`src/psc_pkg.sv`:
```
// Shared types and constants for the ping-pong sample capture block.
// No dependencies; used by psc_capture_ctrl and ping_pong_sample_capture.
`default_nettype none

package psc_pkg;

   localparam int BLOCK_DEPTH = 512;
   localparam int SAMPLE_BITS = 8;

   // request kinds carried on req_tuser
   typedef enum logic [1:0] {
      REQ_TICK    = 2'd0,
      REQ_READ    = 2'd1,
      REQ_RELEASE = 2'd2
   } req_kind_type;

   // which side, if any, completed on a tick
   typedef enum logic [1:0] {
      FILL_NONE   = 2'd0,
      FILL_FIRST  = 2'd1,
      FILL_SECOND = 2'd2
   } fill_event_type;

   // per-transaction status from the controller to the output stage
   typedef struct packed {
      logic           read_hit;
      logic           first_full;
      logic           second_full;
      fill_event_type filled_now;
      logic           acquiring;
   } rsp_status_type;

endpackage

`default_nettype wire

```
`src/psc_capture_ctrl.sv`:
```
// Capture controller: acquire state, current side, fill index and full flags.
// Depends on psc_pkg; drives the ports of psc_buffer_mem.
`default_nettype none

module psc_capture_ctrl #(
   parameter int BLOCK_DEPTH = psc_pkg::BLOCK_DEPTH,
   parameter int SAMPLE_BITS = psc_pkg::SAMPLE_BITS,
   parameter int ADDR_BITS   = 9
) (
   input  wire logic                   clock,
   input  wire logic                   reset,
   input  wire logic                   item_fire,
   input  wire logic [1:0]             req_kind,
   input  wire logic [7:0]             sample,
   input  wire logic                   record_enable,
   input  wire logic                   buf_select,
   input  wire logic [8:0]             read_index,
   output logic                        wr_en,
   output logic                        wr_side,
   output logic      [ADDR_BITS-1:0]   wr_addr,
   output logic      [SAMPLE_BITS-1:0] wr_data,
   output logic                        rd_en,
   output logic                        rd_side,
   output logic      [ADDR_BITS-1:0]   rd_addr,
   output psc_pkg::rsp_status_type     status
);

   typedef enum logic [1:0] {
      ST_IDLE    = 2'b01,
      ST_ACQUIRE = 2'b10
   } state_type;

   localparam logic [ADDR_BITS-1:0] LastIndex = ADDR_BITS'(BLOCK_DEPTH - 1);

   state_type              mode_ff, mode_in;
   logic                   side_ff, side_in;
   logic [ADDR_BITS-1:0]   fill_ff, fill_in;
   logic                   first_full_ff, first_full_in;
   logic                   second_full_ff, second_full_in;
   logic [31:0]            index_wide;
   logic [15:0]            sample_wide;
   logic                   read_in_range;
   logic                   read_hit;
   psc_pkg::fill_event_type filled;

   assign index_wide    = {23'd0, read_index};
   assign sample_wide   = {8'd0, sample};
   assign read_in_range = (index_wide < 32'(BLOCK_DEPTH));

   assign wr_side = side_ff;
   assign wr_addr = fill_ff;
   assign wr_data = sample_wide[SAMPLE_BITS-1:0];
   assign rd_side = buf_select;
   assign rd_addr = index_wide[ADDR_BITS-1:0];

   always_comb begin
      mode_in        = mode_ff;
      side_in        = side_ff;
      fill_in        = fill_ff;
      first_full_in  = first_full_ff;
      second_full_in = second_full_ff;
      wr_en          = 1'b0;
      rd_en          = 1'b0;
      read_hit       = 1'b0;
      filled         = psc_pkg::FILL_NONE;
      if (item_fire) begin
         case (psc_pkg::req_kind_type'(req_kind))
            psc_pkg::REQ_TICK: begin
               if (mode_ff == ST_IDLE) begin
                  fill_in = '0;
                  if (record_enable) begin
                     mode_in = ST_ACQUIRE;
                  end
               end else begin
                  if (!side_ff && !first_full_ff) begin
                     wr_en = 1'b1;
                     if (fill_ff == LastIndex) begin
                        first_full_in = 1'b1;
                        side_in       = 1'b1;
                        fill_in       = '0;
                        filled        = psc_pkg::FILL_FIRST;
                     end else begin
                        fill_in = fill_ff + 1'b1;
                     end
                  end else if (side_ff && !second_full_ff) begin
                     wr_en = 1'b1;
                     if (fill_ff == LastIndex) begin
                        second_full_in = 1'b1;
                        side_in        = 1'b0;
                        fill_in        = '0;
                        filled         = psc_pkg::FILL_SECOND;
                     end else begin
                        fill_in = fill_ff + 1'b1;
                     end
                  end
                  if (!record_enable) begin
                     mode_in = ST_IDLE;
                  end
               end
            end
            psc_pkg::REQ_READ: begin
               rd_en    = read_in_range;
               read_hit = read_in_range;
            end
            psc_pkg::REQ_RELEASE: begin
               if (buf_select) begin
                  second_full_in = 1'b0;
               end else begin
                  first_full_in = 1'b0;
               end
            end
            default: begin
            end
         endcase
      end
   end

   always_comb begin
      status.read_hit    = read_hit;
      status.first_full  = first_full_in;
      status.second_full = second_full_in;
      status.filled_now  = filled;
      status.acquiring   = (mode_in == ST_ACQUIRE);
   end

   always_ff @(posedge clock) begin
      if (reset) begin
         mode_ff        <= ST_IDLE;
         side_ff        <= 1'b0;
         fill_ff        <= '0;
         first_full_ff  <= 1'b0;
         second_full_ff <= 1'b0;
      end else begin
         mode_ff        <= mode_in;
         side_ff        <= side_in;
         fill_ff        <= fill_in;
         first_full_ff  <= first_full_in;
         second_full_ff <= second_full_in;
      end
   end

   // one memory access per transaction
   a_one_access: assert property (@(posedge clock) disable iff (reset)
      !(wr_en && rd_en))
      else $error("write and read issued together");

   a_fill_bound: assert property (@(posedge clock) disable iff (reset)
      {{(32-ADDR_BITS){1'b0}}, fill_ff} < 32'(BLOCK_DEPTH))
      else $error("fill index past block end");

   a_write_needs_acquire: assert property (@(posedge clock) disable iff (reset)
      wr_en |-> (mode_ff == ST_ACQUIRE))
      else $error("sample written while idle");

   a_fill_sets_flag: assert property (@(posedge clock) disable iff (reset)
      (filled == psc_pkg::FILL_FIRST) |=> (first_full_ff && side_ff && fill_ff == '0))
      else $error("first side completion not recorded");

endmodule

`default_nettype wire
```
`config.mk`:
```
export PLATFORM = sky130hd
export DESIGN_NAME = psc_capture_ctrl
export DESIGN_NICKNAME = d
export VERILOG_FILES = /design/src/psc_pkg.sv /design/src/psc_capture_ctrl.sv
export SDC_FILE = /design/constraint.sdc
export NUM_CORES = 1
export LEC_CHECK = 0
export BUFFER_PORTS_ARGS = -buffer_cell sky130_fd_sc_hd__buf_2
export CAP_MARGIN = 10
export CORE_MARGIN = 4
export CORE_UTILIZATION = 35
export DETAILED_ROUTE_END_ITERATION = 10
export GPL_ROUTABILITY_DRIVEN = 0
export PLACE_DENSITY = 0.7
export SLEW_MARGIN = 20
export SYNTH_ARGS = -nofsm -noshare
export SYNTH_HDL_FRONTEND = slang
export SYNTH_SLANG_ARGS = --single-unit
```
`constraint.sdc`:
```
create_clock -name clock -period 1.98 [get_ports clock]
set_input_delay 0.099 -clock clock [delete_from_list [all_inputs] [get_ports clock]]
set_output_delay 0.099 -clock clock [all_outputs]
set_load 0.01 [all_outputs]
```
==> run_results.csv <==
group,metric,value,unit
timing,fin_crit,1.99,ns
global_routing,grt_max_degree,16,
floorplanning,die_w,60.7,um
timing,worst_pin_slew,0.496,ns
critical_path,regToRegSetupSlack,0.19,ns
critical_path,crit_required,1.88,ns
floorplanning,die_area,0.00369,sq mm
synth,avgSynthCellArea,8.03,sq um
route,drtAntennaViolNets,0,
worst_hold_path,min_path_cells,4,
worst_hold_path,hold_path_class,"input port to flip-flop",
clock_network,hold_buffers,0,
synth,synth_fp_nets,147,
synth,netlist_instances,121,
floorplanning,rows,18,
critical_path,startpoint_type,"flip-flop",
global_routing,grt_overflow,0,
clock_network,clock-sinks,14,
power_and_ir_drop,p_per_area,491,mW/mm^2
floorplanning,initial_core_util,37.9,%
route,wl_per_cell,15.6,um
route,viasPerCell,5.71,
clock_network,cts-root-buf,"clkbuf_4",
critical_path,r2r_end,"wr_addr[0]",
timing,setup_tns,-0.00690,ns
clock_network,tritoncts,"done",
cells_and_area,layout-drive-gt1-share,44.3,%
floorplanning,pin_count,60,
cells_and_area,syn_to_final_growth,19.7,%
route,wl_met3,171,um
timing,slew_headroom,66.7,%
critical_path,ff2ff_path_depth,9,
route,drt-pass1-iter-count,4,
cells_and_area,regArea,285,sq um
power_and_ir_drop,peakVddDrop,0.294,mV
clock_network,htreeDepth,1,
placed_design,io_buffers,25,
route,drt_iter0_markers,41,
route,routed_wl,2660,um
synth,yosys.cell_types.count,38,
clock_network,numCtsBuffers,3,
critical_path,worstPathMaxFanout,3,
critical_path,crit_type,"flip-flop to output pin",
status,outcome,"finished with violations",
worst_hold_path,holdPathEnd,"mode_ff[0]",
timing,finalMaxSlewViolations,0,
clock_network,clk_pin_slew,0.10,ns
worst_hold_path,hp-start,"record_enable",
cells_and_area,multi_input_area,544,sq um
timing,fin_ws,-0.00690,ns
cells_and_area,fillerInstances,250,
route,wl_met1,1120,um
synth,netlist_area,972,sq um
timing,rsz0062_at_grt,"true",
timing,clock-skew-final,0.000661,ns
synth,synth-seq-cells,14,
global_routing,grt_pass1_vias,869,
critical_path,r2r-start,"wr_addr[1]",
timing,setup_viol_count_final,1,
synth,synthTopCellsByArea,"dfxtp_1 (29%), buf_4 (16%), a21oi_1 (4.6%)",
synth,yosysWarnings,0,
critical_path,crit_path_end_kind,"output pin",
status,violations,"negative setup slack",
route,vias,970,
flow_run,maxCapViolCount,0,
power_and_ir_drop,cellLeakagePower,0.502,nW
route,routed-wl-met2,1320,um
clock_network,clockBufferDepth,2,
placed_design,hpwlAfterDp,1770,um
synth,synth_top_cell_area_share,28.8,%
clock_network,clock_latency,0.29,ns
timing,hold_viol_final,0,
cells_and_area,layout.nets,167,
power_and_ir_drop,total_power,0.572,mW
route,drc,0,
synth,ys_seq_area_share,28.8,%
cells_and_area,diodes,0,
global_routing,grt_antenna_before_repair,0,
floorplanning,die-height,60.7,um
global_routing,grt_use_total,14.5,%
critical_path,arrival,1.89,ns
floorplanning,core_area,0.00257,sq mm
timing,max_freq,503,MHz
route,routed.top_layer,"met4",
global_routing,grt_pass1_wl,4110,um
synth,yosys.area.top_type,"dfxtp_1",
timing,min_period_over_period,100,%
==> routing by layer <==
layer / global-route usage (%) / vias up
li1: - / 460
met1: 19.2 / 465
met2: 23.4 / 39
met3: 2.98 / 6
met4: 5.26 / 0
met5: 0 / -
==> Yosys cell counts <==
cell type,instances
nand4_1,2
and3b_2,1
o21ai_1,1
a311oi_1,1
o32ai_1,1
dfxtp_1,14
a32oi_1,1
nand2_1,7
nor3b_4,1
o221a_2,1
nor4_2,1
a21oi_1,9
nor2b_1,1
mux2_2,1
and2_1,1
a211oi_1,1
ha_1,2
o2111ai_1,1
or3b_1,1
inv_1,7
or3_1,3
o31a_1,1
mux2i_2,1
nor2_1,11
nor3_1,3
nand4_2,1
buf_2,1
or2_2,1
o32a_2,1
nand3_1,4
o21ai_0,4
o31ai_1,4
clkbuf_1,2
mux2i_1,1
nand2b_1,2
nor4_1,3
or4_1,2
buf_4,21
==> metrics by stage <==
step	hold slack (ns)	setup slack [ns]	utilization [%]	instances	cell area (sq um)
floorplan	0.214	0.000175	-	121	976
global placement	0.198	0.103	40.1	160	1030
detailed placement	0.198	0.0181	40.1	160	1030
CTS	0.121	0.0361	43.7	168	1120
global route	0.162	-0.0873	45.3	170	1160
finish	0.123	-0.00690	45.3	170	1160
==> area by class of cell <==
class | count | area share, %
tap | 30 | 3.23
multi-input combinational | 76 | 46.8
sequential | 14 | 24.5
inverter | 7 | 2.26
timing repair buffer | 39 | 20.1
clock buffer | 4 | 3.12
==> cell families after synthesis <==
| logic type | count (synthesis) | share of synthesized area [%] |
|---|---|---|
| flip-flops | 14 | 28.8 |
| multiplexers | 3 | 3.60 |
| AND/OR/NAND/NOR | 45 | 26.9 |
| adder cells (fa/ha/maj) | 2 | 2.57 |
| buffers and inverters | 31 | 20.2 |
| AO/OA/AOI/OAI | 26 | 17.9 |
==> flip-flops by register name (all words and copies together), names as in the netlist <==
register        flops
wr_side             1
second_full_ff      1
wr_addr             9
first_full_ff       1
mode_ff             2
==> timing repair <==
item / CTS / global route
pin swaps: 7 / 2
setup buffers: 5 / 2
gates resized for setup: 7 / 5
endpoints found under the setup margin: 4 / 4
==> power by group <==
group / leakage, nW / switching (mW) / internal (mW)
combinational: 0.366 / 0.0411 / 0.0221
sequential: 0.115 / 0.00280 / 0.284
clock: 0.0210 / 0.110 / 0.112
==> worst max path at each step <==
stage,start,end,slack [ns],cells after the start
6_report,wr_addr[1],status[4],-0.007,8
5_1_grt,wr_addr[1],status[2],-0.09,8
4_1_cts,wr_addr[1],status[4],0.04,8
3_5_place_dp,wr_addr[1],status[4],0.02,8
3_3_place_gp,wr_addr[1],status[4],0.10,8
2_1_floorplan,wr_addr[1],status[4],0.0002,8
==> cell usage in the layout (no fill, tap or decap), types with 2 or more instances in the layout <==
master,count
nand2_1,7
nor4_2,2
dfxtp_1,10
nand2b_1,2
buf_2,25
nand3_1,3
clkbuf_4,3
buf_4,13
a21oi_1,9
o31ai_1,4
nor2_1,11
dfxtp_2,4
inv_1,6
or3_1,3
nand4_1,2
nor3_1,3
or4_1,2
o21ai_0,4
==> critical path: stages, from the launching register on <==
cell and delay, ns:
dfxtp_2 0.37, ha_4 0.16, nand3_4 0.08, nor4_4 0.17, ha_2 0.27, inv_2 0.08
nor4_2 0.16, o32a_2 0.18, buf_2 0.12
Note: power is estimated with default switching activity, not from simulation.
